<file path="src/rtl/pcsoc_pkg.sv">
package pcsoc_pkg;

    // Phases handled by the datapath, and ADC resolution actually used.
    localparam int PHASE_COUNT = 3;
    localparam int ADC_BITS    = 12;

    // Phases carried on the ports.
    localparam int IN_PHASES = 3;
    localparam int RAW_PH    = (PHASE_COUNT < IN_PHASES) ? PHASE_COUNT : IN_PHASES;
    localparam int PH_W      = (PHASE_COUNT > 1) ? $clog2(PHASE_COUNT) : 1;

    // Field widths.
    localparam int CMD_W      = 2;
    localparam int RAW_W      = 12;
    localparam int CUR_W      = 16;
    localparam int CAL_W      = 2;
    localparam int CFG_IDX_W  = 3;
    localparam int CFG_DATA_W = 20;
    localparam int ZC_W       = 13;
    localparam int SCALE_W    = 20;
    localparam int LIMIT_W    = 15;
    localparam int CNT_W      = 16;
    localparam int WEIGHT_W   = 16;
    localparam int ACC_W      = 32;

    localparam logic [RAW_W-1:0] RAW_MASK =
        (ADC_BITS >= RAW_W) ? {RAW_W{1'b1}} : RAW_W'((1 << ADC_BITS) - 1);

    // Commands.
    localparam logic [CMD_W-1:0] CMD_SAMPLE = 2'd0;
    localparam logic [CMD_W-1:0] CMD_ENABLE = 2'd1;
    localparam logic [CMD_W-1:0] CMD_CLEAR  = 2'd2;

    // Calibration status codes.
    localparam logic [CAL_W-1:0] CAL_IDLE = 2'd0;
    localparam logic [CAL_W-1:0] CAL_BUSY = 2'd1;
    localparam logic [CAL_W-1:0] CAL_DONE = 2'd2;

    // Register indexes.
    localparam logic [CFG_IDX_W-1:0] REG_ZERO_CODE = 3'd0;
    localparam logic [CFG_IDX_W-1:0] REG_SCALE     = 3'd1;
    localparam logic [CFG_IDX_W-1:0] REG_LIMIT     = 3'd2;
    localparam logic [CFG_IDX_W-1:0] REG_SAMPLES   = 3'd3;
    localparam logic [CFG_IDX_W-1:0] REG_WEIGHT    = 3'd4;

    // Register reset values.
    localparam logic [ZC_W-1:0]     RST_ZERO_CODE = 13'd4095;
    localparam logic [SCALE_W-1:0]  RST_SCALE     = 20'd327759;
    localparam logic [LIMIT_W-1:0]  RST_LIMIT     = 15'd8192;
    localparam logic [CNT_W-1:0]    RST_SAMPLES   = 16'd1024;
    localparam logic [WEIGHT_W-1:0] RST_WEIGHT    = 16'd131;

    // Controller to datapath commands.
    typedef struct packed {
        logic            accept;
        logic            mul_cur;
        logic            take_cur;
        logic            mul_off;
        logic            take_off;
        logic            load_out;
        logic [PH_W-1:0] phase;
    } dp_ctl_t;

    // Datapath to controller status.
    typedef struct packed {
        logic is_sample;
        logic cal_update;
    } dp_stat_t;

endpackage

</file>
<file path="src/rtl/pcsoc_ctrl.sv">
module pcsoc_ctrl (
    input  logic               aclk,
    input  logic               aresetn,
    input  logic               s_valid,
    output logic               s_ready,
    output logic               m_valid,
    input  logic               m_ready,
    input  pcsoc_pkg::dp_stat_t dp_stat,
    output pcsoc_pkg::dp_ctl_t  dp_ctl
);
    import pcsoc_pkg::*;

    localparam logic [2:0] ST_IDLE     = 3'd0;
    localparam logic [2:0] ST_MUL_CUR  = 3'd1;
    localparam logic [2:0] ST_TAKE_CUR = 3'd2;
    localparam logic [2:0] ST_MUL_OFF  = 3'd3;
    localparam logic [2:0] ST_TAKE_OFF = 3'd4;
    localparam logic [2:0] ST_FINISH   = 3'd5;

    logic [2:0]      state_reg, state_next;
    logic [PH_W-1:0] phase_reg, phase_next;
    logic            m_valid_reg, m_valid_next;
    logic            last_phase;
    logic            out_free;

    assign last_phase = (phase_reg == PH_W'(PHASE_COUNT - 1));
    assign out_free   = !m_valid_reg || m_ready;
    assign s_ready    = (state_reg == ST_IDLE);
    assign m_valid    = m_valid_reg;

    always_comb begin
        state_next   = state_reg;
        phase_next   = phase_reg;
        dp_ctl       = '0;
        dp_ctl.phase = phase_reg;
        case (state_reg)
            ST_IDLE: begin
                if (s_valid) begin
                    dp_ctl.accept = 1'b1;
                    phase_next    = '0;
                    state_next    = dp_stat.is_sample ? ST_MUL_CUR : ST_FINISH;
                end
            end
            ST_MUL_CUR: begin
                dp_ctl.mul_cur = 1'b1;
                state_next     = ST_TAKE_CUR;
            end
            ST_TAKE_CUR: begin
                dp_ctl.take_cur = 1'b1;
                if (dp_stat.cal_update) begin
                    state_next = ST_MUL_OFF;
                end else if (last_phase) begin
                    state_next = ST_FINISH;
                end else begin
                    phase_next = phase_reg + 1'b1;
                    state_next = ST_MUL_CUR;
                end
            end
            ST_MUL_OFF: begin
                dp_ctl.mul_off = 1'b1;
                state_next     = ST_TAKE_OFF;
            end
            ST_TAKE_OFF: begin
                dp_ctl.take_off = 1'b1;
                if (last_phase) begin
                    state_next = ST_FINISH;
                end else begin
                    phase_next = phase_reg + 1'b1;
                    state_next = ST_MUL_CUR;
                end
            end
            ST_FINISH: begin
                // hold until the output register is free
                if (out_free) begin
                    dp_ctl.load_out = 1'b1;
                    state_next      = ST_IDLE;
                end
            end
            default: begin
                state_next = ST_IDLE;
            end
        endcase
    end

    always_comb begin
        m_valid_next = m_valid_reg;
        if (dp_ctl.load_out) begin
            m_valid_next = 1'b1;
        end else if (m_ready) begin
            m_valid_next = 1'b0;
        end
    end

    always_ff @(posedge aclk) begin
        if (!aresetn) begin
            state_reg   <= ST_IDLE;
            phase_reg   <= '0;
            m_valid_reg <= 1'b0;
        end else begin
            state_reg   <= state_next;
            phase_reg   <= phase_next;
            m_valid_reg <= m_valid_next;
        end
    end

endmodule

</file>
<file path="src/rtl/pcsoc_datapath.sv">
module pcsoc_datapath (
    input  logic                                 aclk,
    input  logic                                 aresetn,
    input  logic                                 cfg_wr_en,
    input  logic [pcsoc_pkg::CFG_IDX_W-1:0]      cfg_index,
    input  logic [pcsoc_pkg::CFG_DATA_W-1:0]     cfg_wdata,
    input  logic [pcsoc_pkg::CMD_W-1:0]          s_command,
    input  logic [pcsoc_pkg::RAW_W-1:0]          s_raw_phase_a,
    input  logic [pcsoc_pkg::RAW_W-1:0]          s_raw_phase_b,
    input  logic [pcsoc_pkg::RAW_W-1:0]          s_raw_phase_c,
    input  logic                                 s_enable_value,
    input  pcsoc_pkg::dp_ctl_t                   dp_ctl,
    output pcsoc_pkg::dp_stat_t                  dp_stat,
    output logic signed [pcsoc_pkg::CUR_W-1:0]   m_current_phase_a,
    output logic signed [pcsoc_pkg::CUR_W-1:0]   m_current_phase_b,
    output logic signed [pcsoc_pkg::CUR_W-1:0]   m_current_phase_c,
    output logic                                 m_overcurrent_latched,
    output logic [pcsoc_pkg::CAL_W-1:0]          m_calibration_status,
    output logic                                 m_output_enabled
);
    import pcsoc_pkg::*;

    localparam int X_W        = RAW_W + 2;
    localparam int DIFF_W     = ACC_W + 1;
    localparam int MULB_W     = SCALE_W + 1;
    localparam int PROD_W     = DIFF_W + MULB_W;
    localparam int CUR_SHIFT  = 17;
    localparam int CURRAW_W   = 18;
    localparam int Q_SHIFT    = 16;

    function automatic logic signed [CUR_W-1:0] sat16(input logic signed [CURRAW_W-1:0] v);
        logic signed [CUR_W-1:0] r;
        if (v > $signed(CURRAW_W'(32767))) begin
            r = 16'sh7FFF;
        end else if (v < -$signed(CURRAW_W'(32768))) begin
            r = 16'sh8000;
        end else begin
            r = v[CUR_W-1:0];
        end
        return r;
    endfunction

    // configuration
    logic [ZC_W-1:0]     zc_reg;
    logic [SCALE_W-1:0]  scale_reg;
    logic [LIMIT_W-1:0]  limit_reg;
    logic [CNT_W-1:0]    samples_reg;
    logic [WEIGHT_W-1:0] weight_reg;

    // item and block state
    logic [RAW_W-1:0]          in_raw  [IN_PHASES];
    logic [RAW_W-1:0]          raw_reg [RAW_PH];
    logic [RAW_W-1:0]          raw_ext [PHASE_COUNT];
    logic signed [CUR_W-1:0]   last_reg [PHASE_COUNT];
    logic signed [ACC_W-1:0]   off_reg  [PHASE_COUNT];
    logic [CNT_W-1:0]          cal_count_reg;
    logic [CAL_W-1:0]          cal_phase_reg;
    logic                      oc_reg;
    logic                      enable_reg;
    logic                      cal_upd_reg;
    logic signed [PROD_W-1:0]  prod_reg, prod_next;

    // output register
    logic signed [CUR_W-1:0]   m_cur_reg [IN_PHASES];
    logic                      m_oc_reg;
    logic [CAL_W-1:0]          m_cal_reg;
    logic                      m_en_reg;

    // datapath nets
    logic [RAW_W-1:0]          raw_sel;
    logic signed [CUR_W-1:0]   last_sel;
    logic signed [ACC_W-1:0]   off_sel;
    logic signed [X_W-1:0]     x_val;
    logic signed [DIFF_W-1:0]  diff_sel;
    logic signed [DIFF_W-1:0]  mul_a;
    logic signed [MULB_W-1:0]  mul_b;
    logic signed [CURRAW_W-1:0] cur_val;
    logic signed [CURRAW_W-1:0] lim_s;
    logic                      oc_hit;
    logic signed [ACC_W-1:0]   step_val;
    logic                      cal_eligible;
    logic                      cal_below;
    logic signed [CUR_W-1:0]   cmp_ph  [PHASE_COUNT];
    logic signed [CUR_W-1:0]   cmp_out [IN_PHASES];

    assign in_raw[0] = s_raw_phase_a;
    assign in_raw[1] = s_raw_phase_b;
    assign in_raw[2] = s_raw_phase_c;

    always_comb begin
        for (int p = 0; p < PHASE_COUNT; p++) begin
            raw_ext[p] = '0;
        end
        for (int p = 0; p < RAW_PH; p++) begin
            raw_ext[p] = raw_reg[p];
        end
    end

    assign raw_sel  = raw_ext[dp_ctl.phase];
    assign last_sel = last_reg[dp_ctl.phase];
    assign off_sel  = off_reg[dp_ctl.phase];

    // 2*raw - zero code, in half LSBs
    assign x_val    = $signed({1'b0, raw_sel, 1'b0}) - $signed({1'b0, zc_reg});
    assign diff_sel = $signed({last_sel[CUR_W-1], last_sel, {Q_SHIFT{1'b0}}})
                    - $signed({off_sel[ACC_W-1], off_sel});

    // one shared multiplier: current scaling or offset smoothing
    assign mul_a = dp_ctl.mul_off ? diff_sel
                                  : $signed({{(DIFF_W - X_W){x_val[X_W-1]}}, x_val});
    assign mul_b = dp_ctl.mul_off ? $signed({{(MULB_W - WEIGHT_W){1'b0}}, weight_reg})
                                  : $signed({{(MULB_W - SCALE_W){1'b0}}, scale_reg});
    assign prod_next = mul_a * mul_b;

    assign cur_val  = prod_reg[CUR_SHIFT + CURRAW_W - 1:CUR_SHIFT];
    assign lim_s    = $signed({{(CURRAW_W - LIMIT_W){1'b0}}, limit_reg});
    assign oc_hit   = (cur_val > lim_s) || (cur_val < -lim_s);
    assign step_val = prod_reg[Q_SHIFT + ACC_W - 1:Q_SHIFT];

    assign cal_eligible = (cal_phase_reg != CAL_DONE) && !enable_reg;
    assign cal_below    = (cal_count_reg < samples_reg);

    assign dp_stat.is_sample  = (s_command == CMD_SAMPLE);
    assign dp_stat.cal_update = cal_upd_reg;

    // compensated currents from the stored state
    always_comb begin
        logic signed [DIFF_W-1:0] d;
        for (int p = 0; p < PHASE_COUNT; p++) begin
            d = $signed({last_reg[p][CUR_W-1], last_reg[p], {Q_SHIFT{1'b0}}})
              - $signed({off_reg[p][ACC_W-1], off_reg[p]});
            cmp_ph[p] = sat16($signed({d[DIFF_W-1], d[DIFF_W-1:Q_SHIFT]}));
        end
        for (int p = 0; p < IN_PHASES; p++) begin
            cmp_out[p] = '0;
        end
        for (int p = 0; p < RAW_PH; p++) begin
            cmp_out[p] = cmp_ph[p];
        end
    end

    always_ff @(posedge aclk) begin
        if (!aresetn) begin
            zc_reg      <= RST_ZERO_CODE;
            scale_reg   <= RST_SCALE;
            limit_reg   <= RST_LIMIT;
            samples_reg <= RST_SAMPLES;
            weight_reg  <= RST_WEIGHT;
        end else if (cfg_wr_en) begin
            case (cfg_index)
                REG_ZERO_CODE: zc_reg      <= cfg_wdata[ZC_W-1:0];
                REG_SCALE:     scale_reg   <= cfg_wdata[SCALE_W-1:0];
                REG_LIMIT:     limit_reg   <= cfg_wdata[LIMIT_W-1:0];
                REG_SAMPLES:   samples_reg <= cfg_wdata[CNT_W-1:0];
                REG_WEIGHT:    weight_reg  <= cfg_wdata[WEIGHT_W-1:0];
                default: ;
            endcase
        end
    end

    always_ff @(posedge aclk) begin
        if (dp_ctl.accept) begin
            for (int p = 0; p < RAW_PH; p++) begin
                raw_reg[p] <= in_raw[p] & RAW_MASK;
            end
        end
        if (dp_ctl.mul_cur || dp_ctl.mul_off) begin
            prod_reg <= prod_next;
        end
    end

    always_ff @(posedge aclk) begin
        if (!aresetn) begin
            for (int p = 0; p < PHASE_COUNT; p++) begin
                last_reg[p] <= '0;
                off_reg[p]  <= '0;
            end
            cal_count_reg <= '0;
            cal_phase_reg <= CAL_IDLE;
            oc_reg        <= 1'b0;
            enable_reg    <= 1'b0;
            cal_upd_reg   <= 1'b0;
        end else begin
            if (dp_ctl.accept) begin
                cal_upd_reg <= 1'b0;
                case (s_command)
                    CMD_SAMPLE: begin
                        // calibration bookkeeping depends only on the prior state
                        if (cal_eligible) begin
                            cal_upd_reg <= cal_below;
                            if (cal_below) begin
                                cal_phase_reg <= CAL_BUSY;
                                cal_count_reg <= cal_count_reg + 1'b1;
                            end else begin
                                cal_phase_reg <= CAL_DONE;
                                cal_count_reg <= '0;
                            end
                        end
                    end
                    CMD_ENABLE: enable_reg <= s_enable_value;
                    CMD_CLEAR:  oc_reg     <= 1'b0;
                    default: ;
                endcase
            end
            if (dp_ctl.take_cur) begin
                last_reg[dp_ctl.phase] <= sat16(cur_val);
                if (oc_hit) begin
                    oc_reg <= 1'b1;
                end
            end
            if (dp_ctl.take_off) begin
                off_reg[dp_ctl.phase] <= off_sel + step_val;
            end
        end
    end

    always_ff @(posedge aclk) begin
        if (dp_ctl.load_out) begin
            for (int p = 0; p < IN_PHASES; p++) begin
                m_cur_reg[p] <= cmp_out[p];
            end
            m_oc_reg  <= oc_reg;
            m_cal_reg <= cal_phase_reg;
            m_en_reg  <= enable_reg;
        end
    end

    assign m_current_phase_a     = m_cur_reg[0];
    assign m_current_phase_b     = m_cur_reg[1];
    assign m_current_phase_c     = m_cur_reg[2];
    assign m_overcurrent_latched = m_oc_reg;
    assign m_calibration_status  = m_cal_reg;
    assign m_output_enabled      = m_en_reg;

endmodule

</file>
<file path="src/rtl/phase_current_sense_offset_cal.sv">
// Three-phase current sense with offset calibration. Every transaction on the s_ channel
// (sample, set output enable, clear overcurrent) returns exactly one transaction on the
// m_ channel carrying the offset-compensated phase currents (signed, 2^-10 A, saturated
// to 16 bits) and the overcurrent, calibration and enable flags as they stand after the
// command. A sample converts each ADC code as ((2*raw - zero_code_half_lsb) * amps_scale)
// >>> 17, latches overcurrent when an unsaturated current exceeds the limit in magnitude,
// and, while output is disabled and calibration is not done, smooths each phase offset.
// The phases go one after another through a single shared multiplier, each as a
// multiply and a take step, plus a second pair for the offset update while calibrating.
// s_ready is high only while the controller is idle; a finished result waits in the
// output register, so the next transaction is taken and worked on while the previous
// result is still pending, and only the final load stalls on it. Configuration
// registers (cfg_index 0 zero code, 1 scale, 2 limit, 3 calibration samples, 4
// smoothing weight) are written with cfg_wr_en; other indexes are dropped. The user
// must write them only while the block is idle; the block does not enforce this.
module phase_current_sense_offset_cal (
    input  logic                                 aclk,
    input  logic                                 aresetn,
    input  logic                                 cfg_wr_en,
    input  logic [pcsoc_pkg::CFG_IDX_W-1:0]      cfg_index,
    input  logic [pcsoc_pkg::CFG_DATA_W-1:0]     cfg_wdata,
    input  logic                                 s_valid,
    output logic                                 s_ready,
    input  logic [pcsoc_pkg::CMD_W-1:0]          s_command,
    input  logic [pcsoc_pkg::RAW_W-1:0]          s_raw_phase_a,
    input  logic [pcsoc_pkg::RAW_W-1:0]          s_raw_phase_b,
    input  logic [pcsoc_pkg::RAW_W-1:0]          s_raw_phase_c,
    input  logic                                 s_enable_value,
    output logic                                 m_valid,
    input  logic                                 m_ready,
    output logic signed [pcsoc_pkg::CUR_W-1:0]   m_current_phase_a,
    output logic signed [pcsoc_pkg::CUR_W-1:0]   m_current_phase_b,
    output logic signed [pcsoc_pkg::CUR_W-1:0]   m_current_phase_c,
    output logic                                 m_overcurrent_latched,
    output logic [pcsoc_pkg::CAL_W-1:0]          m_calibration_status,
    output logic                                 m_output_enabled
);
    import pcsoc_pkg::*;

    // Controller sequences phases and the output load; datapath owns all state.
    dp_ctl_t  dp_ctl;
    dp_stat_t dp_stat;

    pcsoc_ctrl u_ctrl (
        .aclk    (aclk),
        .aresetn (aresetn),
        .s_valid (s_valid),
        .s_ready (s_ready),
        .m_valid (m_valid),
        .m_ready (m_ready),
        .dp_stat (dp_stat),
        .dp_ctl  (dp_ctl)
    );

    pcsoc_datapath u_datapath (
        .aclk                  (aclk),
        .aresetn               (aresetn),
        .cfg_wr_en             (cfg_wr_en),
        .cfg_index             (cfg_index),
        .cfg_wdata             (cfg_wdata),
        .s_command             (s_command),
        .s_raw_phase_a         (s_raw_phase_a),
        .s_raw_phase_b         (s_raw_phase_b),
        .s_raw_phase_c         (s_raw_phase_c),
        .s_enable_value        (s_enable_value),
        .dp_ctl                (dp_ctl),
        .dp_stat               (dp_stat),
        .m_current_phase_a     (m_current_phase_a),
        .m_current_phase_b     (m_current_phase_b),
        .m_current_phase_c     (m_current_phase_c),
        .m_overcurrent_latched (m_overcurrent_latched),
        .m_calibration_status  (m_calibration_status),
        .m_output_enabled      (m_output_enabled)
    );

endmodule

</file>
<file path="config.mk">
export PLATFORM = sky130hd
export DESIGN_NAME = phase_current_sense_offset_cal
export DESIGN_NICKNAME = d
export VERILOG_FILES = /design/src/rtl/pcsoc_pkg.sv /design/src/rtl/pcsoc_ctrl.sv /design/src/rtl/pcsoc_datapath.sv /design/src/rtl/phase_current_sense_offset_cal.sv
export SDC_FILE = /design/constraint.sdc
export NUM_CORES = 2
export LEC_CHECK = 0
export ABC_AREA = 0
export BUFFER_PORTS_ARGS = -buffer_cell sky130_fd_sc_hd__buf_4
export CAP_MARGIN = 10
export CORE_MARGIN = 5
export CORE_UTILIZATION = 40
export DETAILED_ROUTE_END_ITERATION = 10
export PLACE_DENSITY_LB_ADDON = 0.15
export SYNTH_ARGS = -nofsm -noshare
export SYNTH_HDL_FRONTEND = slang
export SYNTH_HIERARCHICAL = 1
export SYNTH_SLANG_ARGS = --single-unit
</file>
<file path="constraint.sdc">
create_clock -name aclk -period 19.75 [get_ports aclk]
set_clock_uncertainty 0.05 [all_clocks]
set_input_delay 1.975 -clock aclk [delete_from_list [all_inputs] [get_ports aclk]]
set_output_delay 1.975 -clock aclk [all_outputs]
set_load 0.005 [all_outputs]
</file>
# After elaboration in Yosys (flattened, before gate mapping)
# Memory sizes are Yosys's and may differ from the RTL's. A register that Yosys moved wholly into a read port is not among the register bits.
# Cells that the tools add are included.
[totals] word_cells=146 ramBits=228 n_memories=4 input_bits=67 ff_bits=159 output_inout_bits=54
[classes] bitwise=1 addsub=9 n_eq_ne=16 n_lt_le_gt_ge=12 mul=1 mux=64 reduce_logical=22
[mem_list] name="u_datapath.off_reg" depth=3 word_bits=32 read_ports=4 rd_clocked_by_memory_dff=1 wr=3 line_no="pcsoc_datapath.sv:55" source="logic signed [ACC_W-1:0] off_reg [PHASE_COUNT];"
[mem_list] name="u_datapath.last_reg" depth=3 word_bits=16 read_ports=4 rd_clocked_by_memory_dff=1 wr=3 line_no="pcsoc_datapath.sv:54" source="logic signed [CUR_W-1:0] last_reg [PHASE_COUNT];"
[mem_list] name="u_datapath.m_cur_reg" depth=3 word_bits=16 read_ports=3 rd_clocked_by_memory_dff=0 wr=3 line_no="pcsoc_datapath.sv:64" source="logic signed [CUR_W-1:0] m_cur_reg [IN_PHASES];"
[mem_list] name="u_datapath.raw_reg" depth=3 word_bits=12 read_ports=3 rd_clocked_by_memory_dff=0 wr=3 line_no="pcsoc_datapath.sv:52" source="logic [RAW_W-1:0] raw_reg [RAW_PH];"
[op_table] cell="2-to-1 mux 16 bit" count=12
[op_table] cell="subtractor 32 x 32 -> 33 bit" count=4
[op_table] cell="greater-than comparator 17 x 16 -> 1 bit, second input constant" count=3
[op_table] cell="< comparator 17 x 16 -> 1 bit, second input constant" count=3
[op_table] cell="multiplier 33 x 21 -> 48 bit" count=1
[op_table] cell="2-to-1 mux 33 bit" count=1
[op_table] cell="adder 32 bit" count=1
[op_table] cell="2-to-1 mux 32 bit" count=1
[op_table] cell="OR reduction 32 bit" count=1
[op_table] cell="2-to-1 mux 1 bit" count=29
[op_table] cell="binary-select mux 12 bit (select 2 bit)" count=1
[op_table] cell="2-to-1 mux 12 bit" count=2
[op_table] cell="2-to-1 mux 2 bit" count=10
[op_table] cell="2-to-1 mux 20 bit" count=1
[op_table] cell="greater-than comparator 18 x 16 -> 1 bit" count=1
[op_table] cell="greater-than comparator 18 x 16 -> 1 bit, second input constant" count=1
[op_table] cell="< comparator 18 x 16 -> 1 bit, second input constant" count=1
[op_table] cell="< comparator 18 bit" count=1
[op_table] cell="negator 15 -> 18 bit" count=1
[op_table] cell="case mux 3 bit (6 select lines)" count=1
[op_table] cell="adder 16 x 1 -> 16 bit, second input constant" count=1
[op_table] cell="< comparator 16 bit" count=1
[op_table] cell="OR reduction 16 bit" count=1
[op_table] cell="2-to-1 mux 3 bit" count=5
[op_table] cell="21 further kinds" count=41

# Longest topological paths before layout
[logic_depth] depth_word=7 depth_mapped=46 depth_no_buf=40

# By module
# The synthesis kept the hierarchy.
[modules_own_cells] mod="pcsoc_datapath" cells_each=4586 instances=1 area_per_inst_um2=43604.3
[modules_own_cells] mod="pcsoc_ctrl" cells_each=55 instances=1 area_per_inst_um2=430.4

# Least setup slack after synthesis
# OpenSTA, ideal clock, no wires.
[synth_timing] path_kind="flip-flop to flip-flop" start="reg u_ctrl.phase_reg[0]" end="reg u_datapath.prod_reg[34] (data pin)" stages_incl_launch_ff=46 arrival_time_ps=11119 synth_period_minus_slack_ps=11431 path_slack_ps=8319 cell_sequence="dfxtp_1 > buf_6 > buf_6 > buf_1 > clkbuf_1 > clkbuf_1 > mux2i_1 > o21ai_0 > fa_1 > a21o_1 > a21oi_1 > o21bai_1 > a21oi_1 > o21bai_1 > a21oi_1 > o21bai_1 > a21oi_1 > xnor2_1 > [10 not listed] > fa_1 > inv_1 > fa_1 > inv_1 > fa_1 > inv_1 > ha_1 > a21o_1 > a21o_1 > a21oi_1 > o221ai_1 > a211oi_2 > o21ai_1 > a41o_1 > or4b_1 > a31oi_1 > o21ai_1 > xor2_1"
[synth_via] elab_chain_len=7
[synth_rtl] element="start, declared" line_no="pcsoc_ctrl.sv:21" source="logic [PH_W-1:0] phase_reg, phase_next;"
[synth_rtl] element="start signal, assigned" line_no="pcsoc_ctrl.sv:101" source="phase_reg <= phase_next;"
[synth_rtl] element="inverter 2 -> 3 bit (not written as such)" line_no="pcsoc_datapath.sv:99" source="assign raw_sel = raw_ext[dp_ctl.phase];"
[synth_rtl] element="binary-select mux 12 bit (select 2 bit)" line_no="pcsoc_datapath.sv:99"
[synth_rtl] element="2-to-1 mux 12 bit (not written as such) (2 in a row)" line_no="pcsoc_datapath.sv:99"
[synth_rtl] element="subtractor 13 x 13 -> 14 bit" line_no="pcsoc_datapath.sv:104" source="assign x_val = $signed({1'b0, raw_sel, 1'b0}) - $signed({1'b0, zc_reg});"
[synth_rtl] element="2-to-1 mux 33 bit" line_no="pcsoc_datapath.sv:109" source="assign mul_a = dp_ctl.mul_off ? diff_sel"
[synth_rtl] element="multiplier 33 x 21 -> 48 bit" line_no="pcsoc_datapath.sv:113" source="assign prod_next = mul_a * mul_b;"
[synth_rtl] element="via u_datapath.prod_next[34]" line_no="pcsoc_datapath.sv:61" source="logic signed [PROD_W-1:0] prod_reg, prod_next;"
[synth_rtl] element="end signal, assigned" line_no="pcsoc_datapath.sv:168" source="prod_reg <= prod_next;"
[synth_rtl] element="end, declared" line_no="pcsoc_datapath.sv:61"
# The timed path passes the listed nets, and every way through them passes these cells. The select of a mux whose other input is x is not followed.
# A chain may end at the register's enable or synchronous reset.

# Final worst setup path
[layout_timing] start="reg u_ctrl.phase_reg[0]" end="reg u_datapath.prod_reg[46] (data pin)"
# The elaborated chain is that of the path after synthesis.

==> impl_metrics.json <==
{
  "status": "complete, no violations",
  "finalCritPeriodShare_pct": 62.6,
  "cts_setup_buffers": 0,
  "via_per_inst": 5.26,
  "slew_viol_final": 0,
  "grt_pass1_wl_um": 215000,
  "die_x_um": 342,
  "nets": 5665,
  "rsz0062_at_grt": "false",
  "initial_utilization_pct": 40.3,
  "grt_max_degree": 92,
  "grtUsageTotal_pct": 24.5,
  "grt_pass1_vias": 33457,
  "route.detailed.drc": 0,
  "slowest_delay_ns": 0.78,
  "crit_slowest_cell": "nor2b_1",
  "largest_register_ffs": 128,
  "syn_area_per_cell_um2": 9.49,
  "wl_um": 142000,
  "grt_overflow_total": 0,
  "hold_buffers": 0,
  "cp_data_arrival_time_ns": 12.68,
  "critPathKind": "flip-flop to flip-flop",
  "drive_above_1_share_pct": 8.01,
  "fmax_mhz": 80.9,
  "async_reset_ff_share_pct": 0,
  "worst_pin_slew_ns": 1.30,
  "required_ns": 20.06,
  "drv_cap": 0,
  "synth_cells": 4641,
  "syn_nets": 5588,
  "routabilityCongestion": 0.966,
  "ys_warn_count": 6,
  "ys_types": 88,
  "min_period_ns": 12.36,
  "finalSetupViolCount": 0,
  "whs_ns": 0.388,
  "fin_setup_tns_ns": 0,
  "insertedDiodeCount": 0,
  "antenna_found_initial": 0,
  "relSlewSlack_pct": 13.0,
  "seq_area_frac_synth_pct": 26.1,
  "core-area_um2": 109000,
  "tritoncts": "done",
  "fillCellCount": 10733,
  "root_buffer": "clkbuf_16",
  "clock-sinks": 419,
  "rows": 121,
  "start_kind": "flip-flop",
  "vias": 32767,
  "io_pins": 121,
  "dp_cells": 6140,
  "drtAntennaViolNets": 0,
  "cts-buffers-inserted": 51,
  "layout.cells.non_filler": 6234,
  "hpwl_um": 113000,
  "drt_iter0_drc": 2541,
  "synth-edff-count": 312,
  "cp_max_fo": 53,
  "wl_per_cell_um": 22.8,
  "path_common_cell": "fa_1",
  "synthToLayoutAreaGrowth_pct": 10.0,
  "dieHeight_um": 342,
  "ctsLongestPathBuffers": 3,
  "cp-end-kind": "flip-flop",
  "clkLatencyLatePin_ns": 0.64,
  "portBuffers": 120,
  "path_clk_slew_ns": 0.06,
  "hp-class": "flip-flop to flip-flop",
  "yosys_most_used_dff": "edfxtp_1",
  "cts_htree_levels": 2,
  "cts_resized": 0,
  "hold_viol": 0,
  "synth-seq-cells": 419,
  "syn_area_um2": 44000,
  "firstDrtPassIters": 5,
  "die_area_um2": 117000
}
-- cells by family after synthesis --
family	share of synthesized area, %
flops	26.1
xor+xnor	3.62
buf+inv	9.19
fa+ha+maj	35.3
simple gates	13.7
mux	3.13
compound gates	9.01
-- metal layers --
metal,GRT usage (%),part of all wire [%],up-vias
met5,0,0,-
met1,34.4,44,16507
met3,4.76,7.6,198
met2,39.0,46,1123
li1,-,-,14939
met4,6.36,3.1,0
-- synthesized netlist by cell type (10+ instances only) --
master,number,share of area (%)
nand2_1,564,4.8
edfxtp_1,312,21
xor2_1,63,1.3
buf_1,12,0.10
o211ai_1,23,0.39
o32ai_1,10,0.20
nand2b_1,50,0.71
mux2i_1,24,0.55
o21ai_0,95,1.1
nand3_1,49,0.56
nor3_1,32,0.36
nor2b_1,37,0.53
o21a_1,21,0.36
a21o_1,73,1.2
a21boi_1,11,0.19
nor2_1,551,4.7
clkbuf_1,139,1.2
ha_1,279,7.9
o21ai_1,20,0.23
fa_1,601,27
o21bai_1,15,0.26
mux4_2,48,2.5
nand4_1,25,0.36
dfxtp_1,107,4.9
or2_2,14,0.20
and2_1,20,0.28
a22oi_1,10,0.17
nor4_1,20,0.28
o22ai_1,13,0.18
a31oi_1,18,0.26
a21boi_0,66,1.1
and3_1,19,0.27
xnor2_1,116,2.3
a21oi_1,168,1.9
inv_1,899,7.7
-- final timing paths --
kind	start	end	slack, ns	cells past startpoint
hold / removal	u_datapath/cal_phase_reg[0]$_SDFFE_PN0P_	u_datapath/m_calibration_status[0]$_DFFE_PP_	0.39	0
setup reg to reg	u_ctrl/phase_reg[0]$_SDFFE_PN0P_	u_datapath/prod_reg[46]$_DFFE_PP_	7.39	39
hold reg to reg	u_datapath/cal_phase_reg[0]$_SDFFE_PN0P_	u_datapath/m_calibration_status[0]$_DFFE_PP_	0.39	0
setup / recovery	u_ctrl/phase_reg[0]$_SDFFE_PN0P_	u_datapath/prod_reg[46]$_DFFE_PP_	7.39	39
-- cell type report --
class | instances | area (um^2) | area share (%)
Multi-Input combinational cell | 3157 | 28600 | 59.1
Sequential cell | 419 | 11500 | 23.8
Inverter | 900 | 3380 | 6.97
Tap cell | 1476 | 1850 | 3.81
Timing Repair Buffer | 189 | 1420 | 2.93
Clock buffer | 64 | 1380 | 2.84
Clock inverter | 29 | 304 | 0.627
-- critical path, delay by kind of cell (launching register included) --
kind	cells	cell delay, ns
AOI/OAI and AO/OA	15	4.39
adders and majority gates	9	4.22
and+or+nand+nor	7	1.91
buffers and inverters	7	0.84
DFF	1	0.50
xor gates and xnor gates	1	0.08
-- cells in the final DEF (no fill, tap or decap), drive strengths merged, types with 24 or more instances in the layout --
cell type  synthesis  layout
nor2             552     552
fa               601     601
clkbuf           141      64
ha               279     279
nor3              32      32
o21ai            117     117
edfxtp           312     312
buf               24     189
mux4              48      48
mux2i             24      24
a21boi            77      77
dfxtp            107     107
xnor2            117     117
nand2b            52      52
nand3             49      49
nand2            564     564
a21oi            169     169
nand4             25      25
inv              899     904
a21o              73      73
xor2              63      63
nor2b             37      37
-- metrics by stage --
step	setup WS, ns	utilization [%]	cell area, um^2
floorplan	8.32	-	44000
global placement	7.66	42.8	46800
detailed placement	7.46	42.8	46800
CTS	7.33	44.4	48400
global route	6.51	44.4	48500
finish	7.39	44.4	48500
Power is not shown: default switching activity piles up to over one toggle a cycle in this logic, so the estimate is an artifact.
